### config.mk
export PLATFORM = sky130hd
export DESIGN_NAME = tmwp_ctrl
export DESIGN_NICKNAME = d
export VERILOG_FILES = /design/src/rtl/tmwp_pkg.sv /design/src/rtl/tmwp_ctrl.sv
export SDC_FILE = /design/constraint.sdc
export NUM_CORES = 1
export LEC_CHECK = 0
export BUFFER_PORTS_ARGS = -buffer_cell sky130_fd_sc_hd__buf_2
export CORE_ASPECT_RATIO = 0.6
export CORE_MARGIN = 1.5
export CORE_UTILIZATION = 35
export CTS_CLUSTER_SIZE = 14
export DETAILED_ROUTE_END_ITERATION = 8
export PLACE_DENSITY = 0.57
export SETUP_SLACK_MARGIN = 0.2
export SLEW_MARGIN = 10
export SYNTH_ARGS = -nofsm -noshare
export SYNTH_HDL_FRONTEND = slang
export SYNTH_SLANG_ARGS = --single-unit
### constraint.sdc
create_clock -name aclk -period 2.1 [get_ports aclk]
set_input_delay 0.105 -clock aclk [delete_from_list [all_inputs] [get_ports aclk]]
set_output_delay 0.105 -clock aclk [all_outputs]
set_load 0.01 [all_outputs]
### src/rtl/tmwp_pkg.sv
// shared types and constants for the table-mixing word generator
package tmwp_pkg;

    localparam int TABLE_WORDS = 256;
    localparam int AW = $clog2(TABLE_WORDS);
    localparam logic [31:0] GOLDEN_WORD = 32'h9e3779b9;

    localparam logic [1:0] CMD_INIT = 2'd0;
    localparam logic [1:0] CMD_LOAD = 2'd1;
    localparam logic [1:0] CMD_FINISH = 2'd2;
    localparam logic [1:0] CMD_DRAW = 2'd3;

    localparam logic [0:0] REG_EXTRA_LOOKUP = 1'd0;
    localparam logic [0:0] REG_ROTATION_SWITCH = 1'd1;

    // datapath operations
    typedef enum logic [3:0] {
        OP_NONE,
        OP_CLEAR,     // write golden/zero at clr address
        OP_CLR_REGS,  // reset chaining registers
        OP_LOAD_RD,   // read table at word_index
        OP_LOAD_WR,   // merge seed bytes and write back
        OP_R0,        // round: read T[d]
        OP_R1,        // round: compute, write T[d]
        OP_R2,        // round: read T[b] or T[r]
        OP_ROT,       // round: finish d, write buffer
        OP_DRAW_RD,   // read buffer at draw pointer
        OP_DRAW_PTR   // advance draw pointer
    } op_t;

    typedef struct packed {
        op_t           op;
        logic [AW-1:0] addr;   // clear address or round index
    } cmd_t;

    typedef struct packed {
        logic          ptr_wrap;
        logic [AW-1:0] ptr;
    } stat_t;

    function automatic logic [31:0] rotl(input logic [31:0] x, input logic [4:0] k);
        logic [63:0] t;
        t = {x, x} << k;
        return t[63:32];
    endfunction

    function automatic logic [14:0] rot_set(input logic [1:0] s);
        case (s)
            2'd0: rot_set = {5'd30, 5'd13, 5'd24};
            2'd1: rot_set = {5'd5, 5'd19, 5'd20};
            2'd2: rot_set = {5'd21, 5'd4, 5'd10};
            default: rot_set = {5'd29, 5'd15, 5'd6};
        endcase
    endfunction

endpackage

### src/rtl/tmwp_ctrl.sv
// command sequencer of the generator
module tmwp_ctrl (
    input  logic            aclk,
    input  logic            aresetn,
    input  logic            in_valid,
    output logic            in_ready,
    input  logic [1:0]      in_cmd,
    input  logic [9:0]      in_count,
    output logic            out_valid,
    input  logic            out_ready,
    output logic            out_draw,
    output logic            out_load,
    output tmwp_pkg::cmd_t  cmd,
    input  tmwp_pkg::stat_t stat
);
    localparam int AW = tmwp_pkg::AW;

    typedef enum logic [3:0] {
        S_IDLE, S_CLEAR, S_LOAD_RD, S_LOAD_WR, S_R0, S_R1, S_R2, S_R3,
        S_ROT, S_PTR0, S_D_RD, S_D_WAIT, S_D_PTR, S_D_CHK, S_OUT
    } state_t;

    state_t        state_reg;
    logic [AW-1:0] idx_reg;
    logic [9:0]    cnt_reg;
    logic          fin_reg;   // pass belongs to finish seeding
    logic          draw_reg;
    logic          ov_reg;

    assign in_ready = (state_reg == S_IDLE);
    assign out_valid = ov_reg;
    assign out_draw = draw_reg;
    // result register takes the new beat once the old one has left
    assign out_load = (state_reg == S_OUT) && (!ov_reg || out_ready);

    always_comb begin
        cmd.op = tmwp_pkg::OP_NONE;
        cmd.addr = idx_reg;
        case (state_reg)
            S_CLEAR: cmd.op = (idx_reg == '1 && cnt_reg[0]) ? tmwp_pkg::OP_CLR_REGS
                                                             : tmwp_pkg::OP_CLEAR;
            S_LOAD_RD: cmd.op = tmwp_pkg::OP_LOAD_RD;
            S_LOAD_WR: cmd.op = tmwp_pkg::OP_LOAD_WR;
            S_R0: cmd.op = tmwp_pkg::OP_R0;
            S_R1: cmd.op = tmwp_pkg::OP_R1;
            S_R2: cmd.op = tmwp_pkg::OP_R2;
            S_R3: cmd.op = tmwp_pkg::OP_ROT;
            S_ROT: cmd.addr = '1;
            S_PTR0: cmd.addr = AW'(1);
            // buffer address held so the read data stays valid into S_D_PTR
            S_D_RD, S_D_WAIT: cmd.op = tmwp_pkg::OP_DRAW_RD;
            S_D_PTR: cmd.op = tmwp_pkg::OP_DRAW_PTR;
            default: cmd.addr = '0;
        endcase
    end

    always_ff @(posedge aclk) begin
        if (!aresetn) begin
            // clearing pass over both memories right after reset
            state_reg <= S_CLEAR;
            idx_reg <= '0;
            cnt_reg <= '0;
            fin_reg <= 1'b0;
            draw_reg <= 1'b0;
            ov_reg <= 1'b0;
        end else begin
            if (out_load) begin
                ov_reg <= 1'b1;
            end else if (ov_reg && out_ready) begin
                ov_reg <= 1'b0;
            end
            case (state_reg)
                S_IDLE: begin
                    if (in_valid) begin
                        idx_reg <= '0;
                        cnt_reg <= in_count;
                        draw_reg <= (in_cmd == tmwp_pkg::CMD_DRAW);
                        case (in_cmd)
                            tmwp_pkg::CMD_INIT: begin
                                cnt_reg <= 10'd1;
                                state_reg <= S_CLEAR;
                            end
                            tmwp_pkg::CMD_LOAD: state_reg <= S_LOAD_RD;
                            tmwp_pkg::CMD_FINISH: begin
                                fin_reg <= 1'b1;
                                state_reg <= S_R0;
                            end
                            default: begin
                                fin_reg <= 1'b0;
                                state_reg <= S_D_RD;
                            end
                        endcase
                    end
                end
                S_CLEAR: begin
                    idx_reg <= idx_reg + 1'b1;
                    if (idx_reg == '1) begin
                        // the pass after reset returns no beat
                        state_reg <= cnt_reg[0] ? S_OUT : S_IDLE;
                    end
                end
                S_LOAD_RD: state_reg <= S_LOAD_WR;
                S_LOAD_WR: state_reg <= S_OUT;
                S_R0: state_reg <= S_R1;
                S_R1: state_reg <= S_R2;
                S_R2: state_reg <= S_R3;
                S_R3: begin
                    idx_reg <= idx_reg + 1'b1;
                    state_reg <= (idx_reg == '1) ? S_ROT : S_R0;
                end
                S_ROT: state_reg <= S_PTR0;
                S_PTR0: begin
                    if (fin_reg) begin
                        fin_reg <= 1'b0;
                        state_reg <= (cnt_reg == '0) ? S_OUT : S_D_PTR;
                    end else begin
                        state_reg <= S_OUT;
                    end
                end
                S_D_RD: state_reg <= S_D_WAIT;
                S_D_WAIT: state_reg <= S_D_PTR;
                S_D_PTR: state_reg <= S_D_CHK;
                S_D_CHK: begin
                    if (stat.ptr_wrap) begin
                        idx_reg <= '0;
                        if (!draw_reg && cnt_reg != '0) begin
                            cnt_reg <= cnt_reg - 1'b1;
                            fin_reg <= 1'b1;
                        end
                        state_reg <= S_R0;
                    end else if (!draw_reg && cnt_reg > 10'd1) begin
                        cnt_reg <= cnt_reg - 1'b1;
                        state_reg <= S_D_PTR;
                    end else begin
                        state_reg <= S_OUT;
                    end
                end
                S_OUT: begin
                    if (out_load) begin
                        state_reg <= S_IDLE;
                    end
                end
                default: state_reg <= S_IDLE;
            endcase
        end
    end
endmodule

==> results_dict.tcl <==
set metrics [dict create \
    status "completed" \
    ys_types 64 \
    fin_area_um2 2690 \
    top_layer_used "met4" \
    end_kind "flop" \
    drt_iter0_markers 156 \
    cp_cell_sequence "or4b_4 -> a21oi_4 -> o41ai_4 -> or2_4 -> buf_8 -> o221a_2" \
    die_w_um 100 \
    criticalPathCategory "reg2reg" \
    cts_max_path_buffers 2 \
    dr.pass1.iters 4 \
    synth_area_um2 1980 \
    worst_hold_slack_ns 0.164 \
    root_buffer "clkbuf_8" \
    max-cap-violations 0 \
    grtUsageTotal 0.207 \
    numClockSinks 25 \
    fin_skew_ns 0.00326 \
    synth_nets 288 \
    hold_depth 3 \
    rsz0062_at_grt "yes" \
    num-fill-cells 519 \
    cts_max_level 1 \
    path_buf_inv 1 \
    num_rows 20 \
    worstPathRequired_ns 2.27 \
    routabilityCongestion 0.902 \
    insertion_delay_ns 0.27 \
    synthArstFlopShare 0 \
    tns_ns 0 \
    wl_per_cell_um 17.2 \
    vdd_ir_drop_max_uv 232 \
    tightestPinTransition_ns 0.430 \
    fp.dieH_um 61.2 \
    synth.most_common_cell "nor2_1" \
    drive_gt1_frac 0.378 \
    io_pins 41 \
    hold_class "in2reg" \
    cp_max_fo 7 \
    post-route-period-util 0.918 \
    met1Wirelength_mm 3.52 \
    cts_tree "yes" \
    nets 344 \
    slew_violations 0 \
    die_area_um2 6120 \
    report.final.hold_viol_count 0 \
    area_delta_synth_final_pct 36.3 \
    grt_pass1_vias 1873 \
    postSynthCellCount 260 \
    relSlewSlack 0.712 \
    cp_top_family "simple AND/OR/NAND/NOR gates" \
    synth_ff_type "dfxtp_1" \
    core_area_um2 5260 \
    synth_top_area_frac 0.253 \
    ys_seq_area_frac 0.253 \
    setup_viol 0 \
    holdBufCountCts 0 \
    synth_commonest_cells "28 x nor2_1, 25 x dfxtp_1, 19 x nand2_1" \
    p_per_area_nw_per_um2 325 \
    period_needed_ns 1.93 \
    dpl_cell_area_um2 2360 \
    cp.arrival_ns 2.10 \
    slowest_stage "or4b_4" \
    diodes 0 \
    drt_drc_violations_left 0 \
    largest_reg_flops 10 \
    viasPerCell 5.81 \
    overflow 0 \
    dpl.hpwl_mm 4.65 \
    rr_worst_depth 6 \
    leakagePower_uw 0.00117 \
    grt_pass1_wl_mm 9.72 \
    clock.fmax_mhz 519 \
    synth_seq_cells 25 \
    cp-start-kind "flop" \
    finalWirelength_mm 6.56 \
    synth_area_per_cell_um2 7.60 \
    cp_num_cells 6 \
    synth-edff-count 0 \
    grt_start_max_net_pins 32 \
    antenna_found_initial 0 \
    route.met2.wl_mm 2.55 \
    vias 2215 \
    route.met3.wl_um 459 \
    instances_no_fill 381 \
    regArea_um2 520 \
    dpl.cell_count 367 \
    cts_buffers 3 \
    io_buffers 32 \
    yosys_warnings 0 \
    start_util 0.376 \
    cpPeakStageDelay_ns 0.59 \
    yosysTopAreaCell "dfxtp_1" \
    yosys-top-cells-area "dfxtp_1 25%, nor2_1 5.3%, a21oi_1 3.8%, nand2_1 3.6%, a21o_1 3.4%" \
    clk_pin_slew_worst_paths_ns 0.09 \
    ant_nets 0 \
    multi_input_area_um2 1520 \
]
tightest hold or removal path: stages:
cell	delay, ns
buf_2	0.13
nand4_1	0.09
a21oi_1	0.06
per-layer routing:
| layer | up-vias | global-route usage |
|---|---|---|
| met2 | 64 | 0.266 |
| met3 | 2 | 0.0533 |
| li1 | 1092 | - |
| met5 | - | 0 |
| met4 | 0 | 0.0241 |
| met1 | 1057 | 0.338 |
where the power goes:
part           internal (uW)  leakage, uW  switching [uW]
Clock                    136    0.0000228             159
Combinational           44.3     0.000944            53.2
Sequential               476     0.000207            7.02
per-stage QoR:
stage          total power (uW)  worst slack [ns]   util
2_1_floorplan               537            0.0938      -
3_3_place_gp                584            0.0489  0.450
3_5_place_dp                582            0.0238  0.450
4_1_cts                     877             0.187  0.473
5_1_grt                     915             0.127  0.513
6_report                    876             0.172  0.513
final timing paths:
| path | endpoint | slack (ns) | start |
|---|---|---|---|
| max | cnt_reg[4]$_SDFFE_PN0P_ | 0.17 | state_reg[3]$_SDFFE_PN0P_ |
| min | out_draw$_SDFFE_PN0P_ | 0.16 | in_cmd[0] |
| min reg2reg | cnt_reg[8]$_SDFFE_PN0P_ | 0.50 | cnt_reg[8]$_SDFFE_PN0P_ |
| max reg2reg | cnt_reg[4]$_SDFFE_PN0P_ | 0.17 | state_reg[3]$_SDFFE_PN0P_ |
repair_timing:
item	in CTS	in global routing
pin swaps	7	13
setup endpoints to repair	18	25
resized for setup	17	34
cloned	0	1
buffers inserted	3	6
cell families (layout without fill, tap and decap cells):
group           Yosys count  after routing  share of synthesized area
compound gates           86             86                      0.315
xor+xnor                  8              8                     0.0354
fa+ha+maj                 3              3                     0.0190
buf+inv                  26             81                     0.0652
flops                    25             25                      0.253
mux                       4              4                     0.0228
simple gates            108            108                      0.290
cells in the final DEF, fill, tap and decap left out, types with 3 or more instances in the layout:
cell	n
o21ai_0	13
and3_1	5
nor2_1	26
buf_4	27
or3_1	3
nor4_1	3
or2_4	3
or4_1	3
nand3_1	13
xnor2_1	7
clkbuf_8	3
nor2b_1	3
a21o_1	9
o211ai_1	4
a31oi_1	8
nor3_2	4
dfxtp_4	4
mux2i_1	3
a211oi_2	5
a211oi_1	3
dfxtp_2	4
nor3_1	5
o31ai_1	4
inv_1	6
dfxtp_1	17
nand2_1	18
a21oi_1	14
buf_2	32
buf_6	4
cell type report:
class,count,area share
inverter,10,0.0158
multi-input combinational,209,0.564
sequential,25,0.193
tap,66,0.0307
clock buffer,4,0.0167
timing repair buffer,67,0.179
Power figures use the tool's default switching activity.
